==> config.mk <==
export PLATFORM = sky130hd
export DESIGN_NAME = rmq_sqrt
export DESIGN_NICKNAME = d
export VERILOG_FILES = /design/src/rmq_pkg.sv /design/src/rmq_sqrt.sv
export SDC_FILE = /design/constraint.sdc
export NUM_CORES = 1
export LEC_CHECK = 0
export BUFFER_PORTS_ARGS = -buffer_cell sky130_fd_sc_hd__buf_2
export CAP_MARGIN = 20
export CORE_MARGIN = 2
export CORE_UTILIZATION = 40
export DETAILED_ROUTE_END_ITERATION = 8
export PLACE_DENSITY = 0.66
export SLEW_MARGIN = 20
export SYNTH_ARGS = -nofsm -noshare
export SYNTH_HDL_FRONTEND = slang
export SYNTH_SLANG_ARGS = --single-unit
==> constraint.sdc <==
create_clock -name aclk -period 4.72 [get_ports aclk]
set_input_delay 0.708 -clock aclk [delete_from_list [all_inputs] [get_ports aclk]]
set_output_delay 0.708 -clock aclk [all_outputs]
set_load 0.02 [all_outputs]
==> src/rmq_pkg.sv <==
// shared constants, types and branch codes for the rotation matrix to quaternion block
// no dependencies
package rmq_pkg;

    localparam int FRAC_BITS = 14;
    localparam int IN_W      = 16;
    localparam int ONE       = 1 << FRAC_BITS;

    // radicand magnitude: one plus three diagonal elements
    localparam int RAD_W  = ((FRAC_BITS > IN_W - 1) ? FRAC_BITS : IN_W - 1) + 3;
    localparam int SQ_RAW = RAD_W + FRAC_BITS;
    localparam int SQ_W   = SQ_RAW + (SQ_RAW % 2);
    localparam int ROOT_W = SQ_W / 2;
    localparam int T_W    = ROOT_W + 1;
    localparam int REM_W  = ROOT_W + 3;

    // off-diagonal numerators and the divider
    localparam int NUM_W = IN_W + 1;
    localparam int Q_W   = IN_W - 1;
    localparam int DIV_W = NUM_W + FRAC_BITS + 1;
    localparam int CMP_W = (DIV_W > T_W + 1 + Q_W) ? DIV_W : T_W + 1 + Q_W;

    localparam logic signed [IN_W-1:0] SAT_MAX = {1'b0, {(IN_W-1){1'b1}}};
    localparam logic signed [IN_W-1:0] SAT_MIN = {1'b1, {(IN_W-1){1'b0}}};

    typedef enum logic [1:0] {
        COMP_X = 2'd0,
        COMP_Y = 2'd1,
        COMP_Z = 2'd2,
        COMP_W = 2'd3
    } comp_t;

    typedef struct packed {
        logic [3:0][NUM_W-1:0] mag;
        logic [3:0]            neg;
        comp_t                 big;
        logic                  degen;
    } side_t;

endpackage

==> src/rmq_sqrt.sv <==
// pipelined rounded square root, one root bit per stage plus a rounding stage
// depends on rmq_pkg
module rmq_sqrt import rmq_pkg::*; (
    input  logic             aclk,
    input  logic             aresetn,
    input  logic             en,
    input  logic             valid_in,
    input  logic [RAD_W-1:0] rad_in,
    input  side_t            side_in,
    output logic             valid_out,
    output logic [T_W-1:0]   t_out,
    output side_t            side_out
);

    logic [SQ_W-1:0]   v_reg    [ROOT_W];
    logic [REM_W-1:0]  rem_reg  [ROOT_W];
    logic [ROOT_W-1:0] root_reg [ROOT_W];
    side_t             side_reg [ROOT_W];
    logic              vld_reg  [ROOT_W];
    logic [T_W-1:0]    t_reg;
    side_t             tside_reg;
    logic              tvld_reg;

    for (genvar k = 0; k < ROOT_W; k++) begin : g_stage
        logic [SQ_W-1:0]   v_cur;
        logic [REM_W-1:0]  rem_cur, rem_sh, trial;
        logic [ROOT_W-1:0] root_cur;
        side_t             side_cur;
        logic              vld_cur;

        if (k == 0) begin : g_first
            assign v_cur    = SQ_W'(rad_in) << FRAC_BITS;
            assign rem_cur  = '0;
            assign root_cur = '0;
            assign side_cur = side_in;
            assign vld_cur  = valid_in;
        end else begin : g_next
            assign v_cur    = v_reg[k-1];
            assign rem_cur  = rem_reg[k-1];
            assign root_cur = root_reg[k-1];
            assign side_cur = side_reg[k-1];
            assign vld_cur  = vld_reg[k-1];
        end

        assign rem_sh = {rem_cur[REM_W-3:0], v_cur[SQ_W-1 -: 2]};
        assign trial  = {1'b0, root_cur, 2'b01};

        always_ff @(posedge aclk) begin
            if (!aresetn) begin
                vld_reg[k] <= 1'b0;
            end else if (en) begin
                vld_reg[k] <= vld_cur;
            end
        end

        always_ff @(posedge aclk) begin
            if (en) begin
                v_reg[k]    <= v_cur << 2;
                side_reg[k] <= side_cur;
                if (rem_sh >= trial) begin
                    rem_reg[k]  <= rem_sh - trial;
                    root_reg[k] <= {root_cur[ROOT_W-2:0], 1'b1};
                end else begin
                    rem_reg[k]  <= rem_sh;
                    root_reg[k] <= {root_cur[ROOT_W-2:0], 1'b0};
                end
            end
        end
    end

    // round to nearest: remainder above the root means past the half point
    always_ff @(posedge aclk) begin
        if (!aresetn) begin
            tvld_reg <= 1'b0;
        end else if (en) begin
            tvld_reg <= vld_reg[ROOT_W-1];
        end
    end

    always_ff @(posedge aclk) begin
        if (en) begin
            tside_reg <= side_reg[ROOT_W-1];
            if (rem_reg[ROOT_W-1] > REM_W'(root_reg[ROOT_W-1])) begin
                t_reg <= T_W'(root_reg[ROOT_W-1]) + T_W'(1);
            end else begin
                t_reg <= T_W'(root_reg[ROOT_W-1]);
            end
        end
    end

    assign valid_out = tvld_reg;
    assign t_out     = t_reg;
    assign side_out  = tside_reg;

endmodule

==> flow_metrics.py <==
metrics = {
    "clocking": {
        "cts_tree": "built",
        "cts_resized": 0,
        "cts_buffers": 177,
        "cts_num_sinks": 1766,
        "postCtsHoldBufs": 0,
        "clk_latency_ns": 0.77,
        "clk_pin_slew_worst_paths_ns": 0.06,
        "clock_path_buffers": 3,
        "cts_setup_buffers": 0,
        "htree_num_levels": 4,
        "root_buffer": "clkbuf_16",
    },
    "place": {
        "dp_slack_ns": 1.05,
        "placed_area_mm2": 0.0672,
        "dp.cells": 5616,
        "portBuffers": 189,
        "routabilityCongestion": 0.818,
        "place_hpwl_um": 49500,
    },
    "timing": {
        "setup_viol": 0,
        "drv_slew": 0,
        "finClkSkew_ns": 0.0426,
        "min_period_ns": 3.17,
        "worst_pin_slew_ns": 0.994,
        "finalCritPeriodShare_pct": 67.2,
        "rsz0062_at_grt": "false",
        "fin_ws_ns": 1.55,
        "tns_ns": 0,
        "max_slew_margin_pct": 33.8,
        "fmax_ghz": 0.315,
        "final_hold_viol_count": 0,
    },
    "logic_synthesis": {
        "postSynthCellCount": 3379,
        "ys_seq_elements": 1766,
        "yosysWarnings": 0,
        "async_reset_ff_share_pct": 0,
        "post-synth-top-area-cell": "edfxtp_1",
        "synth.area.top_cells": "edfxtp_1, ha_1, xnor2_1",
        "synthesis.nets": 3641,
        "synth_area_mm2": 0.0636,
        "yosysMostFrequentCell": "edfxtp_1",
        "ys.flop_type": "edfxtp_1",
        "synth-edff-count": 1763,
        "avgSynthCellArea_um2": 18.8,
        "synth_top_area_share_pct": 83.3,
        "yosys.cell_types.count": 83,
        "yosysSeqAreaShare_pct": 83.4,
        "synth_common_cells": "edfxtp_1, inv_1, ha_1, nor2_1, a21oi_1",
    },
    "grt": {
        "globalRouteOverflowTotal": 0,
        "grt_pass1_wl_um": 136000,
        "grt_pass1_vias": 27300,
        "grt_use_total_pct": 10.3,
        "grt_max_degree": 156,
        "antenna_found_initial": 3,
    },
    "cells_and_area": {
        "drive_above_1_share_pct": 13.7,
        "largest_register_ffs": 1200,
        "multiInputGateArea_mm2": 0.00957,
        "fill_cells": 13100,
        "seqCellArea_mm2": 0.0530,
        "area_growth_pct": 15.0,
        "finalNonFillerCells": 5937,
        "final_area_mm2": 0.0731,
        "final_nets": 3985,
    },
    "floorplanning": {
        "fp.dieArea_mm2": 0.162,
        "ios": 190,
        "coreArea_mm2": 0.158,
        "die_w_um": 403,
        "rows": 146,
        "initial_core_util_pct": 40.2,
        "die_y_um": 403,
    },
    "drt": {
        "drt_pass1_iterations": 4,
        "num_vias": 27500,
        "wl_met3_um": 3790,
        "wire_per_inst_um": 14.1,
        "drcViolationCount": 0,
        "met2_wirelength_um": 40000,
        "drt_iter0_drc": 1854,
        "routed_wl_um": 83500,
        "viasPerCell": 4.63,
        "wl_met1_um": 37000,
        "postRouteAntennaNets": 0,
        "routed.top_layer": "met4",
    },
    "hold_path": {
        "worst_hold_path_type": "input port to flip-flop",
    },
    "setup_path": {
        "arrival_ns": 3.67,
        "cpPeakStageDelay_ns": 0.53,
        "critPathCaptureType": "flip-flop",
        "required_ns": 5.22,
        "worst-setup-path-type": "flip-flop to flip-flop",
        "slowest_stage": "nor3_2",
        "worstPathCellList": "ha_1, a211o_1, a211oi_1, nor3_1, o31a_1, nor3_2, buf_4, o21ai_0",
        "cp_max_fo": 15,
        "crit_path_start_kind": "flip-flop",
    },
    "power": {
        "p_leak_uw": 0.0263,
        "ir_drop_v": 0.000345,
        "powerDensity_mw_per_mm2": 487,
    },
    "run_status": {
        "status": "finished clean",
    },
    "run": {
        "drv_cap": 0,
    },
}
routing by layer:
| layer | global-route usage (%) | up-vias |
|---|---|---|
| met5 | 0 | - |
| met4 | 4.64 | 0 |
| met3 | 2.79 | 196 |
| met1 | 13.0 | 13200 |
| met2 | 16.6 | 453 |
| li1 | - | 13600 |
cell type report:
type                       count  area share, %
antenna                        1        0.00342
clock buffer                 219           6.33
sequential                  1766           72.5
inverter                     207           1.06
tap                         2072           3.55
clock inverter               101           1.76
timing repair buffer         217           1.71
multi-input combinational   1354           13.1
report_power, final:
part	switching [uW]	total (uW)	internal, uW
registers	450	19200	18700
clock network	5660	14000	8330
logic	1430	2450	1020
total	7550	35600	28100
critical path, delay by kind of cell (launching register included):
family / cells / cell delay, ns
AND/OR/NAND/NOR: 2 / 0.64
flip-flops: 1 / 0.44
AO/OA/AOI/OAI: 4 / 1.19
buffers and inverters: 1 / 0.31
adder cells (fa/ha/maj): 1 / 0.33
path summary, 6_finish.rpt:
| path | from | to | slack, ns | depth (start not counted) |
|---|---|---|---|---|
| max | rem_reg[1][38] | rem_reg[1][66] | 1.55 | 8 |
| min | side_in[5] | side_reg[0][5] | 0.10 | 1 |
| max reg2reg | rem_reg[1][38] | rem_reg[1][66] | 1.55 | 8 |
| min reg2reg | side_reg[12][30] | side_reg[13][30] | 0.39 | 0 |
cell usage in the layout (no fill, tap or decap), types with 31 or more instances in the layout:
master,synthesis,final
nand2_1,129,129
xor2_1,85,85
clkbuf_1,43,40
mux2_2,34,34
o21a_1,31,31
nor3_1,43,43
inv_1,206,206
buf_2,4,188
ha_1,158,158
a21oi_1,131,131
clkbuf_16,0,179
nand3_1,32,32
a21o_1,40,40
nor2_1,150,150
o21ai_0,97,97
edfxtp_1,1763,1763
xnor2_1,89,89
cells by family after synthesis:
logic type      Yosys count  synth area share, %
simple gates            557                 4.44
mux                      47                0.823
xor+xnor                174                 2.40
fa+ha+maj               165                 3.33
flops                  1766                 83.4
buf+inv                 259                 1.57
compound gates          411                 4.05
through the flow:
| step | hold WS, ns | util [%] | power [uW] |
|---|---|---|---|
| global route | 0.0198 | 46.3 | 37100 |
| floorplan | 0.400 | - | 21100 |
| CTS | 0.00676 | 46.3 | 36200 |
| detailed placement | 0.405 | 42.5 | 22000 |
| global placement | 0.400 | 42.5 | 21800 |
| finish | 0.103 | 46.3 | 35600 |
No activity file was read; power rests on OpenSTA's default activity.
