==> config.mk <==
export PLATFORM = sky130hd
export DESIGN_NAME = rmq_front
export DESIGN_NICKNAME = d
export VERILOG_FILES = /design/src/rmq_pkg.sv /design/src/rmq_front.sv
export SDC_FILE = /design/constraint.sdc
export NUM_CORES = 1
export LEC_CHECK = 0
export BUFFER_PORTS_ARGS = -buffer_cell sky130_fd_sc_hd__clkbuf_2
export CAP_MARGIN = 0
export CORE_MARGIN = 2
export CORE_UTILIZATION = 40
export DETAILED_ROUTE_END_ITERATION = 7
export GPL_ROUTABILITY_DRIVEN = 1
export HOLD_SLACK_MARGIN = 0.05
export PLACE_DENSITY = 0.61
export SKIP_CTS_REPAIR_TIMING = 1
export SLEW_MARGIN = 30
export SYNTH_ARGS = -nofsm -noshare
export SYNTH_HDL_FRONTEND = slang
export SYNTH_SLANG_ARGS = --single-unit
==> constraint.sdc <==
create_clock -name aclk -period 14.2 [get_ports aclk]
set_input_delay 0 -clock aclk [delete_from_list [all_inputs] [get_ports aclk]]
set_output_delay 0 -clock aclk [all_outputs]
set_load 0.03 [all_outputs]
==> src/rmq_pkg.sv <==
// shared constants, types and branch codes for the rotation matrix to quaternion block
// no dependencies
package rmq_pkg;

    localparam int FRAC_BITS = 14;
    localparam int IN_W      = 16;
    localparam int ONE       = 1 << FRAC_BITS;

    // radicand magnitude: one plus three diagonal elements
    localparam int RAD_W  = ((FRAC_BITS > IN_W - 1) ? FRAC_BITS : IN_W - 1) + 3;
    localparam int SQ_RAW = RAD_W + FRAC_BITS;
    localparam int SQ_W   = SQ_RAW + (SQ_RAW % 2);
    localparam int ROOT_W = SQ_W / 2;
    localparam int T_W    = ROOT_W + 1;
    localparam int REM_W  = ROOT_W + 3;

    // off-diagonal numerators and the divider
    localparam int NUM_W = IN_W + 1;
    localparam int Q_W   = IN_W - 1;
    localparam int DIV_W = NUM_W + FRAC_BITS + 1;
    localparam int CMP_W = (DIV_W > T_W + 1 + Q_W) ? DIV_W : T_W + 1 + Q_W;

    localparam logic signed [IN_W-1:0] SAT_MAX = {1'b0, {(IN_W-1){1'b1}}};
    localparam logic signed [IN_W-1:0] SAT_MIN = {1'b1, {(IN_W-1){1'b0}}};

    typedef enum logic [1:0] {
        COMP_X = 2'd0,
        COMP_Y = 2'd1,
        COMP_Z = 2'd2,
        COMP_W = 2'd3
    } comp_t;

    typedef struct packed {
        logic [3:0][NUM_W-1:0] mag;
        logic [3:0]            neg;
        comp_t                 big;
        logic                  degen;
    } side_t;

endpackage

==> src/rmq_front.sv <==
// branch choice, radicand and numerators, one register stage
// depends on rmq_pkg
module rmq_front import rmq_pkg::*; (
    input  logic                   aclk,
    input  logic                   aresetn,
    input  logic                   en,
    input  logic                   valid_in,
    input  logic signed [IN_W-1:0] r00, r01, r02,
    input  logic signed [IN_W-1:0] r10, r11, r12,
    input  logic signed [IN_W-1:0] r20, r21, r22,
    output logic                   valid_out,
    output logic [RAD_W-1:0]       rad_out,
    output side_t                  side_out
);

    logic signed [RAD_W:0]  e00, e11, e22, tr, rad;
    logic signed [NUM_W-1:0] n [4];
    logic signed [NUM_W-1:0] d21_12, d02_20, d10_01, s01_10, s02_20, s12_21;
    side_t                  side_next;
    logic                   valid_reg;
    logic [RAD_W-1:0]       rad_reg;
    side_t                  side_reg;

    always_comb begin
        e00 = (RAD_W+1)'(r00);
        e11 = (RAD_W+1)'(r11);
        e22 = (RAD_W+1)'(r22);
        tr  = e00 + e11 + e22;
        d21_12 = NUM_W'(r21) - NUM_W'(r12);
        d02_20 = NUM_W'(r02) - NUM_W'(r20);
        d10_01 = NUM_W'(r10) - NUM_W'(r01);
        s01_10 = NUM_W'(r01) + NUM_W'(r10);
        s02_20 = NUM_W'(r02) + NUM_W'(r20);
        s12_21 = NUM_W'(r12) + NUM_W'(r21);
        side_next.big = COMP_W;
        if (tr > 0) begin
            rad = tr + (RAD_W+1)'(ONE);
            side_next.big = COMP_W;
            n[COMP_X] = d21_12; n[COMP_Y] = d02_20; n[COMP_Z] = d10_01; n[COMP_W] = '0;
        end else if (r00 > r11 && r00 > r22) begin
            rad = (RAD_W+1)'(ONE) + e00 - e11 - e22;
            side_next.big = COMP_X;
            n[COMP_W] = d21_12; n[COMP_Y] = s01_10; n[COMP_Z] = s02_20; n[COMP_X] = '0;
        end else if (r11 > r22) begin
            rad = (RAD_W+1)'(ONE) + e11 - e00 - e22;
            side_next.big = COMP_Y;
            n[COMP_W] = d02_20; n[COMP_X] = s01_10; n[COMP_Z] = s12_21; n[COMP_Y] = '0;
        end else begin
            rad = (RAD_W+1)'(ONE) + e22 - e00 - e11;
            side_next.big = COMP_Z;
            n[COMP_W] = d10_01; n[COMP_X] = s02_20; n[COMP_Y] = s12_21; n[COMP_Z] = '0;
        end
        side_next.degen = (rad <= 0);
        for (int i = 0; i < 4; i++) begin
            side_next.neg[i] = n[i][NUM_W-1];
            side_next.mag[i] = n[i][NUM_W-1] ? NUM_W'(-n[i]) : NUM_W'(n[i]);
        end
    end

    always_ff @(posedge aclk) begin
        if (!aresetn) begin
            valid_reg <= 1'b0;
        end else if (en) begin
            valid_reg <= valid_in;
        end
    end

    always_ff @(posedge aclk) begin
        if (en) begin
            rad_reg  <= side_next.degen ? RAD_W'(1) : rad[RAD_W-1:0];
            side_reg <= side_next;
        end
    end

    assign valid_out = valid_reg;
    assign rad_out   = rad_reg;
    assign side_out  = side_reg;

endmodule

==> metrics.txt <==
result of the run=finished, final reports clean; Relative slew margins=0.348; min Tclk post-route=about 6 ns; die extent in y=between 200 and 250 µm; number of antenna violations at the first check in global routing=0; DP Cell Count=3,011; die width=221 µm; number of standard cells after synthesis=approximately 2,200; max cap viols=0; number of placed I/O pins=242; peak per-stage delay on the critical path=0.82 ns; Cell Pwr Density=roughly 130 nW/µm²; vias in the first global route=between 15,000 and 20,000; total CTS buffers=9; distinct cell type count of the synthesized netlist=slightly above 90; Final Instance Area=20,800 µm²; path type of the worst setup path=in -> reg; Synth async-reset ratio=0; DR pass1 iterations=7; reported leakage power=between 9 and 10 nW; Hold WS=roughly 0.078 ns; biggest area contributors in the synthesized netlist=sky130_fd_sc_hd__ha_1, sky130_fd_sc_hd__edfxtp_1, sky130_fd_sc_hd__fa_1; detail-routed via count per cell=5.81; wire length of the first global-routing pass=100,000 µm; deepest clock path buffer count=2; Min-Delay Endpoint=side_out[5]; worst r2r src=valid_out; Worst Hold Path Cells=1; post-detailed-placement half-perimeter wirelength=~56,000 µm; largest fanout on the critical path=just over 90; Clock H-tree levels=3; number of warnings issued by yosys=0; number of port buffers=241; diode insertion count for antenna repair=0; startpoint of the worst hold path=en; total overflow reported by the global router=0; final setup violation count=0; FF+latch count, synth=94; effective utilization at floorplan=0.405; logic depth of the worst register-to-register path=3; sequential cell area fraction in the yosys report=0.150; cell at the root of the clock tree=sky130_fd_sc_hd__clkbuf_16; post-synth top area share=0.200; Crit path max-delay family=compound AO/OA/AOI/OAI gates; final count of pins violating max slew=0; launching element type of the critical path=primary input; Final Hold Fails=0; mean post-synth cell area=roughly 8.4 µm²; Mapped Area=18,800 µm²; CTS clock-pin slew for the worst setup and hold paths=0.07 ns; area overhead of the layout relative to synthesis=10.5%; maximum frequency from static timing analysis=roughly 160 MHz; proportion of layout cells with a drive suffix above 1=0.135; count of routing violations after the opening detailed-route iteration=about 1,800; final worst path period share=0.435; capture instance of the worst register-to-register path=valid_out; routability-driven placement congestion ratio=0.984; Post-Route WL=between 60,000 and 70,000 µm; Layout Nets=2,940; category of the worst setup path capture point=flop; number of buffer and inverter instances along the worst setup path=5; global routing usage summed across all routing layers=0.270; total power=~2.7 mW; placement row count=just under 80; CTS tree=built; clock network latency to the later pin of the worst-skew pair=0.35 ns; number of enable-type register cells in the synthesized netlist=between 90 and 100; reg2reg setup slack=roughly 13 ns; via count of the routed design=around 18,000; clock skew=0 ns; fillers=4,691; drt wl/cell=22.0 µm; unrepaired setup endpoints after global routing=no; worst hold path type=in -> reg; Placement Cell Area=20,400 µm²; most instantiated flip-flop cell in the synthesis netlist=sky130_fd_sc_hd__edfxtp_1; actual transition at the worst max-transition pin=between 0.9 and 1 ns; post-route DRC violation count=0; Net Count, Synth=between 2,000 and 3,000; accumulated negative setup slack=0 ns; Cell Count, Final, Fillers Out=3,029; cell type contributing the most total cell area after synthesis=sky130_fd_sc_hd__ha_1; Antenna Violating Nets Remaining=0; # clock sinks=94; Crit path arrival time=about 6.3 ns; Crit path required time=between 10 and 15 ns; maximum number of pins on one net before global-route repair=93; Peak VDD IR=~0.086 mV; highest-delay cell along the critical path=sky130_fd_sc_hd__buf_4; overall die area=slightly below 50,000 µm²; Core Region=about 46,000 µm²
==> where the power goes <==
group          leakage (nW)  internal (mW)  switching (mW)  total, mW
logic                  8.49          0.640            1.28       1.92
clock network         0.136          0.123           0.116      0.239
registers             0.912          0.449          0.0478      0.496
total                  9.54           1.21            1.44       2.65
==> routing by layer <==
metal	vias up	wire length [µm]	global-route usage	part of all wire
li1	8353	-	-	-
met2	735	27900	0.402	0.42
met1	8447	31900	0.411	0.48
met3	78	5360	0.0312	0.080
met5	-	0	0	0
met4	0	1590	0.0642	0.024
==> through the flow <==
stage / util / setup slack, ns
final: 0.447 / 8.02
after floorplan: - / 9.06
after global placement: 0.440 / 7.92
after CTS: 0.446 / 8.14
after detailed placement: 0.440 / 7.80
after global routing: 0.447 / 7.60
==> logic make-up after synthesis <==
group,count (synthesis),synth area share
DFF,94,0.150
and+or+nand+nor,570,0.152
adders and majority gates,377,0.280
AOI/OAI and AO/OA,634,0.227
muxes,75,0.0409
xor gates and xnor gates,173,0.0806
buffers and inverters,323,0.0693
==> final cells by class <==
cell class	count	area (µm²)	area share
repair buffers	256	1330	0.0639
flip-flops and latches	94	2810	0.135
inverters	227	852	0.0410
clock buffers	9	225	0.0108
multi-input cells	1829	14700	0.709
well taps	607	759	0.0366
clock inverters	7	66.3	0.00319
==> state kept, by name (all words and copies together), names as in the netlist <==
name	cells
valid_out	1
rad_out	18
side_out	75
==> layout by cell type (no fill, tap or decap), drive strengths merged, types with 15 or more instances in the layout <==
cell	n
o21a	32
nand2b	31
nor2b	32
ha	301
inv	230
mux2i	61
xor2	60
o21ai	121
o21bai	19
clkbuf	249
nor4	16
nand3	39
o31ai	22
nor2	156
a211oi	19
xnor2	113
a31oi	31
a21oi	165
a21o	34
edfxtp	93
nor3	43
nand2	141
o22ai	15
fa	74
or3	21
o211ai	40
==> worst register-to-register path, cell delays in order (launching register included) <==
cell                            delay, ns
sky130_fd_sc_hd__dfxtp_1             0.31
sky130_fd_sc_hd__mux2i_1             0.12
sky130_fd_sc_hd__nor2b_1             0.06
sky130_fd_sc_hd__dlygate4sd3_1       0.55
==> Yosys cell counts, drive strengths merged (6+ instances only) <==
| master | count |
|---|---|
| a2111oi | 11 |
| a211o | 8 |
| a211oi | 19 |
| a21boi | 13 |
| a21o | 34 |
| a21oi | 165 |
| a221oi | 9 |
| a22oi | 8 |
| a311oi | 8 |
| a31oi | 31 |
| and2 | 13 |
| and3 | 13 |
| buf | 55 |
| clkbuf | 41 |
| edfxtp | 93 |
| fa | 74 |
| ha | 301 |
| inv | 227 |
| mux2 | 14 |
| mux2i | 61 |
| nand2 | 141 |
| nand2b | 31 |
| nand3 | 39 |
| nand3b | 7 |
| nand4 | 14 |
| nand4b | 6 |
| nor2 | 156 |
| nor2b | 32 |
| nor3 | 43 |
| nor4 | 16 |
| o211ai | 40 |
| o21a | 32 |
| o21ai | 121 |
| o21bai | 19 |
| o221ai | 6 |
| o22ai | 15 |
| o311ai | 14 |
| o31a | 6 |
| o31ai | 22 |
| o41ai | 6 |
| or2 | 8 |
| or3 | 21 |
| or4 | 10 |
| xnor2 | 113 |
| xor2 | 60 |
==> worst max-delay path by stage <==
stage / from / end / slack, ns / depth (start not counted)
6_report: r00[4] / side_out[36] / 8.02 / 25
5_1_grt: r00[4] / side_out[36] / 7.60 / 25
4_1_cts: r00[4] / side_out[36] / 8.14 / 25
3_5_place_dp: r00[4] / side_out[36] / 7.80 / 25
3_3_place_gp: r00[4] / side_out[38] / 7.92 / 25
2_1_floorplan: r00[4] / side_out[68] / 9.06 / 26
Power figures use the tool's default switching activity.
